`config.mk`:
```
export PLATFORM = sky130hd
export DESIGN_NAME = lr4lp_ram
export DESIGN_NICKNAME = d
export VERILOG_FILES = /design/src/hdl/lr4lp_ram.sv
export SDC_FILE = /design/constraint.sdc
export NUM_CORES = 1
export LEC_CHECK = 0
export BUFFER_PORTS_ARGS = -buffer_cell sky130_fd_sc_hd__buf_2
export CAP_MARGIN = 20
export CELL_PAD_IN_SITES_DETAIL_PLACEMENT = 1
export CELL_PAD_IN_SITES_GLOBAL_PLACEMENT = 1
export CORE_MARGIN = 5
export CORE_UTILIZATION = 40
export DETAILED_ROUTE_END_ITERATION = 10
export GPL_TIMING_DRIVEN = 1
export PLACE_DENSITY_LB_ADDON = 0.1
export SYNTH_ARGS = -nofsm -noshare
export SYNTH_HDL_FRONTEND = slang
export SYNTH_SLANG_ARGS = --single-unit
```
`constraint.sdc`:
```
create_clock -name clk -period 3.3 [get_ports clk]
set_clock_uncertainty 0.15 [all_clocks]
set_input_delay 0.495 -clock clk [delete_from_list [all_inputs] [get_ports clk]]
set_output_delay 0.495 -clock clk [all_outputs]
set_load 0.02 [all_outputs]
```
`src/hdl/lr4lp_ram.sv`:
```
// Generic simple dual-port RAM with registered read.
`timescale 1ns / 1ps

module lr4lp_ram #(
    parameter int WIDTH = 32,
    parameter int DEPTH = 8,
    localparam int ADDR_W = (DEPTH > 1) ? $clog2(DEPTH) : 1
) (
    input  logic              clk,
    input  logic              we,
    input  logic [ADDR_W-1:0] waddr,
    input  logic [WIDTH-1:0]  wdata,
    input  logic              re,
    input  logic [ADDR_W-1:0] raddr,
    output logic [WIDTH-1:0]  rdata
);

    logic [WIDTH-1:0] mem_reg [DEPTH];
    logic [WIDTH-1:0] rdata_reg;

    always_ff @(posedge clk)
    begin
        if (we)
        begin
            mem_reg[waddr] <= wdata;
        end
        if (re)
        begin
            rdata_reg <= mem_reg[raddr];
        end
    end

    assign rdata = rdata_reg;

endmodule

```
**Word-level counts from Yosys, hierarchy flattened**

Memories as Yosys holds them, arrays and structs flattened. A register that Yosys moved wholly into a read port is not among the register bits.
Cells that the tools add are included.

- Div/mod/pow operators: 0
- Multipliers: 0
- Multiplexer cells: 2
- Shift-type cells: 0
- Bitwise operators: 0
- Add/sub/neg operators: 0
- Eq/ne operators: 0
- Reductions and logical operators: 0
- Order comparisons: 0

Operator list:

| kind | count |
|---|---|
| $mux 1 | 2 |

- Logic and storage cells: 3
- Register bits: 0
- Memory bits (writable): 256
- Input port bits: 41
- Memories: 1
- Output and inout port bits: 32
- Bits in latches: 0
- Memory bits (read-only): 0

Memories:

| name | depth | width | rd ports | clocked after Yosys merged registers in | wr ports | RTL line | source |
|---|---|---|---|---|---|---|---|
| mem_reg | 8 | 32 | 1 | 1 | 1 | 18 | `logic [WIDTH-1:0] mem_reg [DEPTH];` |

**Longest topological paths before layout**

- Depth after elaboration: 2
- Depth in mapped cells: 4
- Mapped depth without buffers: 2

**Worst setup path after synthesis**

OpenSTA, ideal clock, no wires.

- Path kind: input to register
- Start point: input port waddr[2]
- End point: memory mem_reg[0][0], enable pin
- Stages on the path: 2
- Slack: -0.192 ns
- Library setup time: 0.461 ns
- Arrival time: 2.881 ns
- Path buffers: 0
- Data required time: 2.689 ns
- Path through: nand2b_1 -> nor3_1

RTL lines:

| what | RTL line | source |
|---|---|---|
| start: declaration | 11 | `input logic [ADDR_W-1:0] waddr,` |
| end: declaration | 18 |  |

Straight into the memory's write port.

==> results <==
- The total number of placement rows is 60.
- For this run, design rule violations remaining after detail routing come to 0.
- The overall routing resource usage is 0.142.
- In this run the critical register-to-register path is captured at rdata[14]$_DFFE_PP_.
- The detailed router finished its first iteration with 305 violations.
- The register with the most flip-flops in the layout has 256 of them.
- Of the total power, registers draw 0.533.
- CTS built an H-tree with a depth of 1.
- The library cell with the highest instance count after synthesis is edfxtp_1.
- Summed over all nets, the half-perimeter wirelength after detailed placement is about 12,000 um.
- In the synthesized netlist the async set-or-reset flop fraction comes to 0.
- The wire length of the first global-routing pass is ~33,000 um.
- Of the total power, the clock network draws 0.414.
- The top-area cell type share of the netlist area is 0.802.
- The global routing stage identified its most utilized layer as met2.
- The clock slew seen by the registers of the worst setup and hold paths is approximately 60 ps.
- The first TritonRoute pass finished after 4 iterations.
- The maximum net fanout on the critical path is 27.
- After the flow finishes, the layout carries non-filler instances totaling 884.
- Across the VDD grid, the largest voltage drop is between 400 and 500 uV.
- The later pin in the worst-skew pair is clocked with a latency of about 540 ps.
- Summed over all instances, the cell type with the most area after synthesis is edfxtp_1.
- The critical path required time is approximately 3400 ps.
- The number of hold violations in the final report came to 0.
- The setup fix buffers added after clock tree synthesis is 0.
- For this run, the register share of the synthesized area comes to 0.802.
- The post-detailed-route via-to-cell ratio is about 5.2.
- The mapped netlist covers 10,800 um^2.
- In this run the critical register-to-register path is launched from mem_reg[1][14]$_DFFE_PP_.
- The final number of max-transition violations is 0.
- The dominant synthesized flop cell is edfxtp_1.
- Of the cells placed in the final design, the portion with a size suffix greater than 1 is 0.357.
- The number of nets still failing antenna checks after routing is 0.
- The number of synthesis warnings is 0.
- The via total after detailed routing is between 4,000 and 5,000.
- The worst reg-to-reg setup slack is 1730 ps.
- Pin placement for this block handled 73 I/O pins.
- The startpoint type of the worst setup path is an input pin.
- The ratio of total power to cell area is 623 nW/um^2.
- 0 antenna diodes ended up in the layout.
- The critical path is of the in -> reg type.
- The final weighted congestion of routability-driven global placement is 0.677.
- The met1 layer usage reported by global route is 0.182.
- The maximum number of pins on one net before global-route repair is 65.
- The headroom to the max-slew limit is 0.574.
- The switching power as a share of total power is 0.203.
- The die is 174 um wide.
- Setup repair after global routing left no endpoint under its margin.
- The smallest clock period supported by the final layout is computed as ~2000 ps.
- For this run, global-route usage on met3 was measured as 0.0278.
- Clock tree synthesis found a total of ~290 sinks.
- The count of buffers added on input and output ports is ~70.
- In this run, post-CTS repair resized a total of 0 instances.
- The root buffer cell is clkbuf_16.
- The clock tree buffer depth is 3.
- The core region is roughly 27,000 um^2.
- The maximum clock frequency is about 510 MHz.
- Data arrives at the worst endpoint at roughly 2100 ps.
- Setup violations remaining at the end of the flow were counted as 0.
- After detailed placement, the design holds a cell count of just over 800.
- Adding up every negative setup slack in the final design gives 0 ps.
- From synthesis to final layout, the design area changed by 17.8%.
- The mean area per synthesized cell is 26.0 um^2.
- Dividing the detail-routed wire length by the instance count gives around 24 um.
- Yosys attributes the largest share of cell area to edfxtp_1, mux4_1, mux4_2.
- The final layout net count is approximately 560.
- At the end of the flow the core is filled with cells to 0.476.
- The number of synthesized register bits is around 290.
- The combinational share of power is 0.053.
- The tightest min-delay check is of the in -> reg type.
- The worst register-to-register path has a depth of 2.
- The floorplan step defined a die boundary enclosing 30,400 um^2.
- Across the run, the number of max-cap violations was 0.
- The routed wire length is between 20,000 and 25,000 um.
- The count of cell types in the netlist is 12.
- In the global route stage, met2 resource usage came out at 0.252.
- For the pin with the worst max-slew slack, the measured transition is 637 ps.
- The die is about 170 um tall.
- The effective utilization at floorplan is 0.404.
- In the synthesized netlist, the number of instances is between 400 and 500.
- The path with the worst hold slack has its endpoint at mem_reg[3][7]$_DFFE_PP_.
- The quantity of hold-fixing buffers added after cts is 0.
- The run finished with clean final reports.
- In the finished design, the share of the clock period the worst path needs comes to 0.592.
- The startpoint identified for the worst hold timing path is wdata[7].
- The instance count along the most critical hold path is 1.
- Walking the worst path, the cells encountered are buf_4 -> buf_12 -> mux4_1 -> mux2_2.
- The TritonCTS clock tree is built.
- The launch point of the critical path is raddr[0].
- The kind of end point of the critical path is a flip-flop.
- The internal portion of the total power is between 6000 and 7000 uW.
- The master of the slowest instance on the critical path is mux4_1.
- The leftover overflow at the end of global routing is 0.
- By count the netlist is led by edfxtp_1, mux4_1, mux2_2, mux4_2, buf_6.
- The net count after synthesis is between 400 and 500.
- On the worst path, the slowest cell contributes a delay of 570 ps.
- The via count of the first global-routing pass was just over 5,000.
- The number of antenna violations at the first check in global routing is 2.
- The power dissipated by switching net loads is ~1600 uW.
- The overall power is about 8000 uW.
- The number of clock buffers added by TritonCTS is 31.
- The synthesized design contains roughly 290 enable-type register cells.
- Summed over all cells, the static leakage comes to about 0.0042 uW.
[layout by cell type, fill, tap and decap left out, types with 6 or more instances in the layout]
master	count
clkinv_1	12
clkinv_2	6
buf_2	71
clkbuf_16	31
mux4_1	40
nor2_4	6
buf_4	9
buf_12	8
edfxtp_1	288
mux2_2	32
mux4_2	24
[metal layers]
layer  vias up  routed length (um)
li1       2032                   -
met1      2440                8880
met2        90               11200
met3        34                 826
met4         4                 356
met5         -                  21
[power by group through the flow]
stage	sequential, uW	clock [uW]	combinational [uW]
floorplan	4320	0	209
CTS	4220	3390	436
finish	4210	3280	422
global route	4230	3540	457
detailed placement	4290	0	435
global placement	4280	0	426
[cells by family after synthesis]
group | count (synthesis) | synth area share
flip-flops | 288 | 0.802
buffers and inverters | 18 | 0.0118
multiplexers | 96 | 0.181
AND/OR/NAND/NOR | 13 | 0.00545
[layout make-up]
| type | instances | area [um^2] |
|---|---|---|
| clock buffers | 35 | 791 |
| clock inverters | 23 | 181 |
| fillers | 2346 | 14000 |
| multi-input cells | 109 | 2080 |
| flip-flops and latches | 288 | 8650 |
| well taps | 341 | 427 |
| repair buffers | 88 | 583 |
[worst max-delay path, delay by kind of cell]
kind | cells | cell delay [ps]
buffers and inverters | 2 | 710
muxes | 2 | 840
[metrics by stage]
| step | setup WS [ps] | cell area (um^2) | hold WS, ps |
|---|---|---|---|
| 2_1_floorplan | 665 | 10800 | 444 |
| 3_3_place_gp | 749 | 11700 | 570 |
| 3_5_place_dp | 735 | 11700 | 587 |
| 4_1_cts | 1330 | 12700 | 29.1 |
| 5_1_grt | 1280 | 12700 | 34.8 |
| 6_report | 1350 | 12700 | 60.4 |
[worst max-delay path by stage]
stage,to,slack (ps)
2_1_floorplan,mem_reg[1][0]$_DFFE_PP_,670
3_3_place_gp,rdata[8]$_DFFE_PP_,750
3_5_place_dp,rdata[9]$_DFFE_PP_,740
4_1_cts,rdata[5]$_DFFE_PP_,1330
5_1_grt,rdata[19]$_DFFE_PP_,1280
6_report,rdata[19]$_DFFE_PP_,1350
No activity file was read; power rests on OpenSTA's default activity.
